**src/ptc_pkg.sv**
```systemverilog
// ptc_pkg: shared types, constants and helpers for the pressure and
// temperature compensation block; no dependencies
package ptc_pkg;

    localparam int RAW_W   = 20;
    localparam int CFG_W   = 64;
    localparam int Q_DEPTH = 2;

    typedef enum logic [1:0] {
        CFG_TEMP  = 2'd0,
        CFG_PLOW  = 2'd1,
        CFG_PHIGH = 2'd2,
        CFG_P9    = 2'd3
    } cfg_idx_t;

    typedef struct packed {
        logic [15:0]        t1;
        logic signed [15:0] t2;
        logic signed [15:0] t3;
        logic [15:0]        p1;
        logic signed [15:0] p2;
        logic signed [15:0] p3;
        logic signed [15:0] p4;
        logic signed [15:0] p5;
        logic signed [15:0] p6;
        logic signed [15:0] p7;
        logic signed [15:0] p8;
        logic signed [15:0] p9;
    } coeff_t;

    typedef struct packed {
        logic [RAW_W-1:0] raw_temperature;
        logic [RAW_W-1:0] raw_pressure;
    } sample_t;

    typedef struct packed {
        logic        start;
        logic        done;
    } div_ctl_t;

    localparam logic [63:0] PRES_OFFSET = 64'd128000;
    localparam logic [63:0] PRES_FULL   = 64'd1048576;
    localparam logic [63:0] PRES_SCALE  = 64'd3125;
    localparam logic [63:0] HALF_RANGE  = 64'h0000_8000_0000_0000;
    // ceil(2^37 / 100): exact quotient for values below 2^31
    localparam logic [63:0] RECIP_100   = 64'd1374389535;

    function automatic logic [63:0] sx16(input logic [15:0] v);
        sx16 = {{48{v[15]}}, v};
    endfunction

    function automatic logic [63:0] sx32(input logic [31:0] v);
        sx32 = {{32{v[31]}}, v};
    endfunction

endpackage

```
**src/ptc_sample_if.sv**
```systemverilog
// ptc_sample_if: request channel carrying one pair of raw readings
// depends on ptc_pkg
interface ptc_sample_if;
    logic                        valid;
    logic                        ready;
    logic [ptc_pkg::RAW_W-1:0]   raw_temperature;
    logic [ptc_pkg::RAW_W-1:0]   raw_pressure;

    modport source (output valid, output raw_temperature, output raw_pressure,
                    input ready);
    modport sink   (input valid, input raw_temperature, input raw_pressure,
                    output ready);
endinterface

```
**src/ptc_front.sv**
```systemverilog
// ptc_front: accepts sample requests into a short queue ahead of the sequencer
// depends on ptc_pkg, ptc_sample_if
module ptc_front (
    input  logic         clk,
    input  logic         rst_n,
    ptc_sample_if.sink   samples,
    ptc_sample_if.source queued
);
    import ptc_pkg::*;

    sample_t     slot_reg [Q_DEPTH];
    logic        wr_ptr_reg;
    logic        wr_ptr_next;
    logic        rd_ptr_reg;
    logic        rd_ptr_next;
    logic [1:0]  count_reg;
    logic [1:0]  count_next;
    logic        push;
    logic        pop;

    assign samples.ready          = (count_reg != 2'(Q_DEPTH));
    assign push                   = samples.valid && samples.ready;
    assign queued.valid           = (count_reg != 2'd0);
    assign pop                    = queued.valid && queued.ready;
    assign queued.raw_temperature = slot_reg[rd_ptr_reg].raw_temperature;
    assign queued.raw_pressure    = slot_reg[rd_ptr_reg].raw_pressure;

    always_comb
    begin
        wr_ptr_next = push ? ~wr_ptr_reg : wr_ptr_reg;
        rd_ptr_next = pop ? ~rd_ptr_reg : rd_ptr_reg;
        count_next  = count_reg + 2'(push) - 2'(pop);
    end

    always_ff @(posedge clk or negedge rst_n)
    begin
        if (!rst_n)
        begin
            wr_ptr_reg <= 1'b0;
            rd_ptr_reg <= 1'b0;
            count_reg  <= 2'd0;
        end
        else
        begin
            wr_ptr_reg <= wr_ptr_next;
            rd_ptr_reg <= rd_ptr_next;
            count_reg  <= count_next;
        end
    end

    always_ff @(posedge clk)
    begin
        if (push)
        begin
            slot_reg[wr_ptr_reg].raw_temperature <= samples.raw_temperature;
            slot_reg[wr_ptr_reg].raw_pressure    <= samples.raw_pressure;
        end
    end

    assert property (@(posedge clk) disable iff (!rst_n)
        count_reg <= 2'(Q_DEPTH))
        else $error("queue count out of range");
    assert property (@(posedge clk) disable iff (!rst_n)
        (push && !pop) |=> (count_reg == $past(count_reg) + 2'd1))
        else $error("queue count lost a push");
    assert property (@(posedge clk) disable iff (!rst_n)
        (count_reg == 2'd0) |-> (wr_ptr_reg == rd_ptr_reg))
        else $error("queue pointers differ while empty");

endmodule

```
**src/flat_wrapper.sv**
```systemverilog
// flat-port wrapper written by rule: the top's interface ports become plain ports
module ptc_front_flat import ptc_pkg::*;
  (clk, rst_n, samples_valid, samples_raw_temperature, samples_raw_pressure, samples_ready, queued_valid, queued_raw_temperature, queued_raw_pressure, queued_ready);
  ptc_sample_if samples_i ();
  ptc_sample_if queued_i ();
  input  logic clk;
  input  logic rst_n;
  input wire logic [$bits(samples_i.valid)-1:0] samples_valid;
  input wire logic [$bits(samples_i.raw_temperature)-1:0] samples_raw_temperature;
  input wire logic [$bits(samples_i.raw_pressure)-1:0] samples_raw_pressure;
  output wire logic [$bits(samples_i.ready)-1:0] samples_ready;
  output wire logic [$bits(queued_i.valid)-1:0] queued_valid;
  output wire logic [$bits(queued_i.raw_temperature)-1:0] queued_raw_temperature;
  output wire logic [$bits(queued_i.raw_pressure)-1:0] queued_raw_pressure;
  input wire logic [$bits(queued_i.ready)-1:0] queued_ready;
  assign samples_i.valid = samples_valid;
  assign samples_i.raw_temperature = samples_raw_temperature;
  assign samples_i.raw_pressure = samples_raw_pressure;
  assign samples_ready = samples_i.ready;
  assign queued_valid = queued_i.valid;
  assign queued_raw_temperature = queued_i.raw_temperature;
  assign queued_raw_pressure = queued_i.raw_pressure;
  assign queued_i.ready = queued_ready;
  ptc_front u_core (.clk(clk), .rst_n(rst_n), .samples(samples_i), .queued(queued_i));
endmodule
```
**config.mk**
```make
export PLATFORM = sky130hd
export DESIGN_NAME = ptc_front_flat
export DESIGN_NICKNAME = d
export VERILOG_FILES = /design/src/ptc_pkg.sv /design/src/ptc_sample_if.sv /design/src/ptc_front.sv /design/src/flat_wrapper.sv
export SDC_FILE = /design/constraint.sdc
export NUM_CORES = 1
export LEC_CHECK = 0
export BUFFER_PORTS_ARGS = -buffer_cell sky130_fd_sc_hd__buf_2
export CAP_MARGIN = 20
export CELL_PAD_IN_SITES_DETAIL_PLACEMENT = 1
export CELL_PAD_IN_SITES_GLOBAL_PLACEMENT = 1
export CORE_MARGIN = 10
export CORE_UTILIZATION = 48
export DETAILED_ROUTE_END_ITERATION = 6
export PLACE_DENSITY = 0.9
export SETUP_SLACK_MARGIN = 0.3
export SKIP_CTS_REPAIR_TIMING = 1
export SYNTH_ARGS = -nofsm -noshare
export SYNTH_HDL_FRONTEND = slang
export SYNTH_SLANG_ARGS = --single-unit
```
**constraint.sdc**
```tcl
create_clock -name clk -period 7 [get_ports clk]
set_clock_uncertainty 0.05 [all_clocks]
set_input_delay 0.35 -clock clk [delete_from_list [all_inputs] [get_ports clk]]
set_output_delay 0.35 -clock clk [all_outputs]
set_load 0.05 [all_outputs]
```
==> run_results.csv <==
group,metric,value,unit
cts,root_buffer,"clkbuf_8",
setup_path,worst_r2r_path_depth,2,
timing,layout_worst_path_cycle_share,0.362,
timing,setup-tns-final,0,ns
power,share_of_total_power_consumed_by_net_switching,0.428,
detailed_routing,route.vias.total,1596,
detailed_routing,drt_pre_antenna_iters,5,
timing,rsz0062_at_grt,"no",
logic_synthesis,synth_enable_flop_cells,80,
floorplanning,design.die.area,10600,um2
floorplanning,placementRows,30,
cts,clock_latency,0.34,ns
setup_path,worstPathBufferInverterCount,2,
logic_synthesis,postSynth.asyncResetShare,0.0476,
power,p_int,1.11,mW
cells_and_area,fillers,622,
detailed_routing,dr.first_iter.drc_count,45,
logic_synthesis,netlist.top_cell.by_area,"edfxtp_1",
timing,timing_max_transition_violations_final,0,
setup_path,worst_setup_path_end_kind,"output pin",
global_routing,grt_use_total,0.119,
timing,finalWorstPathRequiredPeriod,2.54,ns
setup_path,r2r_end,"u_core.slot_reg[1][12]$_DFFE_PP_",
detailed_routing,total_drc_errors_in_the_routed_layout,0,
setup_path,reg2reg_slack,5.18,ns
worst_hold_path,hold_path.class,"in -> reg",
setup_path,worstPathArrival,2.14,ns
cells_and_area,area_growth_syn_to_layout,20.1,%
flow_run,drv_cap,0,
cts,clk_pin_slew,0.09,ns
setup_path,path_class,"reg -> out",
power,clock_power_share,0.157,
floorplanning,initial_core_util,0.491,
global_routing,grt_first_pass_wirelength,9270,um
logic_synthesis,synth_most_common_cell,"edfxtp_1",
timing,timing_worst_slew_pin_value,0.971,ns
floorplanning,die_height,103,um
cells_and_area,multiInputGateArea,701,um2
worst_hold_path,worstHoldPathCells,1,
cts,cts.path.max_buffers,2,
setup_path,crit_path_max_fanout,27,
power,seqPwrFrac,0.385,
setup_path,gate_family_responsible_for_the_most_delay_along_the_worst_path,"buffers and inverters",
logic_synthesis,ys_dominant_reg_cell,"edfxtp_1",
detailed_routing,antenna_left,0,
cts,numClockSinks,84,
logic_synthesis,top_cell_types_by_occurrence_after_synthesis,"edfxtp_1 (80), mux2_4 (39), buf_12 (4), dfrtp_1 (4)",
timing,worst_slew_margin_rel,0.352,
logic_synthesis,seq_area_frac_synth,0.759,
setup_path,max_stage_delay,0.66,ns
setup_path,crit_chain,"buf_4, mux2_1, buf_2",
power,vdd_drop_max,0.263,mV
floorplanning,die_x,103,um
logic_synthesis,synth_area,3300,um2
power,cellLeakagePower,1.61,nW
timing,fmaxAchievable,394,MHz
logic_synthesis,ys_warn_count,0,
power,p_sw,0.830,mW
setup_path,regToRegStartpoint,"u_core.count_reg[1]$_DFF_PN0_",
setup_path,critPathRequiredTime,6.60,ns
logic_synthesis,synth.lib_cells_used.distinct,16,
placement,portBuffers,85,
logic_synthesis,netlist_top_cells_area,"edfxtp_1 (73%), mux2_4 (18%), dfrtp_1 (3.0%)",
floorplanning,core-area,6720,um2
setup_path,startpoint_type,"flop",
cts,cts_htree_levels,3,
timing,timing_hold_violations_final,0,
worst_hold_path,whs_endpoint,"u_core.slot_reg[1][7]$_DFFE_PP_",
global_routing,overflow,0,
logic_synthesis,ys_ff_latch,84,
detailed_routing,post_dr_wirelength_cell,19.9,um
cells_and_area,register_area,2500,um2
placement,place.gp.congestion,0.683,
cells_and_area,fin_nets,284,
global_routing,grt_start_max_net_pins,41,
global_routing,vias_in_the_first_global_route,1787,
cts,tritoncts,"yes",
cells_and_area,post_route_cells_drive_above_1_share,0.597,
outcome,run_status,"completed",
worst_hold_path,holdCritStartpoint,"samples_raw_pressure[7]",
detailed_routing,routed_via_density,4.94,
cells_and_area,num_antenna_cells,0,
logic_synthesis,post_synthesis_net_count,190,
floorplanning,pin_count,86,
cts,cts-buffers-inserted,9,
timing,setup_viol_count_final,0,
detailed_routing,finalWirelength,6420,um
cells_and_area,finish.utilization,0.589,
setup_path,slowest_library_cell_on_the_worst_path,"dfrtp_2",
logic_synthesis,synth_top_cell_area_share,0.729,
cells_and_area,largest_register_ffs,80,
power,p_per_area,490,nW/um2
global_routing,antenna_found_initial,0,
logic_synthesis,post_synth.cell_area_avg,22.9,um2
placement,dpl.hpwl,4670,um
power,pwr-share-comb,0.458,
logic_synthesis,syn_inst,144,
-- area by class of cell --
cell class                 instances  share of cell area
sequential                        84               0.632
multi-input combinational         52               0.177
tap                               80              0.0253
clock buffer                       9              0.0313
inverter                           3             0.00284
clock inverter                     7              0.0126
timing repair buffer              88               0.119
-- power groups by stage --
| stage | registers, mW | logic (mW) | clock network [mW] |
|---|---|---|---|
| after floorplan | 0.727 | 0.792 | 0 |
| after global placement | 0.753 | 0.878 | 0 |
| after detailed placement | 0.763 | 0.893 | 0 |
| after CTS | 0.752 | 0.891 | 0.312 |
| after global routing | 0.760 | 0.936 | 0.333 |
| final | 0.747 | 0.889 | 0.305 |
-- layout by cell type (no fill, tap or decap), drive strengths merged --
cell type,instances
clkbuf,9
clkinv,2
and2,1
nand2,1
ha,2
mux2,40
and3,1
or2,1
nor2,1
edfxtp,80
dlygate4sd3,1
clkinvlp,2
xor2,1
inv,6
dfrtp,4
nand2b,1
xnor2,3
buf,87
-- how the worst max path moves through the flow --
stage	endpoint	startpoint	slack (ns)	cells past startpoint
after floorplan	u_core.slot_reg[0][0]$_DFFE_PP_	u_core.count_reg[1]$_DFF_PN0_	3.81	3
final	queued_raw_temperature[19]	u_core.rd_ptr_reg$_DFFE_PN0P_	4.46	3
after CTS	queued_raw_temperature[19]	u_core.rd_ptr_reg$_DFFE_PN0P_	4.41	3
after global routing	queued_raw_temperature[19]	u_core.rd_ptr_reg$_DFFE_PN0P_	4.35	3
after detailed placement	queued_raw_temperature[19]	u_core.rd_ptr_reg$_DFFE_PN0P_	4.80	3
after global placement	queued_raw_temperature[19]	u_core.rd_ptr_reg$_DFFE_PN0P_	4.83	3
-- per-layer routing --
| layer | vias to the layer above | wire, um | global-route usage |
|---|---|---|---|
| met3 | 12 | 406 | 0.0389 |
| met1 | 786 | 2490 | 0.122 |
| met5 | - | 0 | 0 |
| met2 | 52 | 3350 | 0.213 |
| met4 | 0 | 176 | 0.0620 |
| li1 | 746 | - | - |
-- through the flow --
step / setup WS (ns) / hold slack (ns) / total power, mW / cells / cell area (um2)
2_1_floorplan: 3.81 / 0.00441 / 1.52 / 144 / 3300
3_3_place_gp: 4.83 / 0.114 / 1.63 / 305 / 3750
3_5_place_dp: 4.80 / 0.118 / 1.66 / 305 / 3750
4_1_cts: 4.41 / -0.261 / 1.95 / 321 / 3920
5_1_grt: 4.35 / 0.119 / 2.03 / 323 / 3960
6_report: 4.46 / 0.134 / 1.94 / 323 / 3960
-- cells by family after synthesis --
family | Yosys count | share of synthesized area
xor+xnor | 4 | 0.0106
mux | 40 | 0.181
buf+inv | 8 | 0.0311
flops | 84 | 0.759
simple gates | 6 | 0.0106
fa+ha+maj | 2 | 0.00759
(Power assumes the default switching activity.)
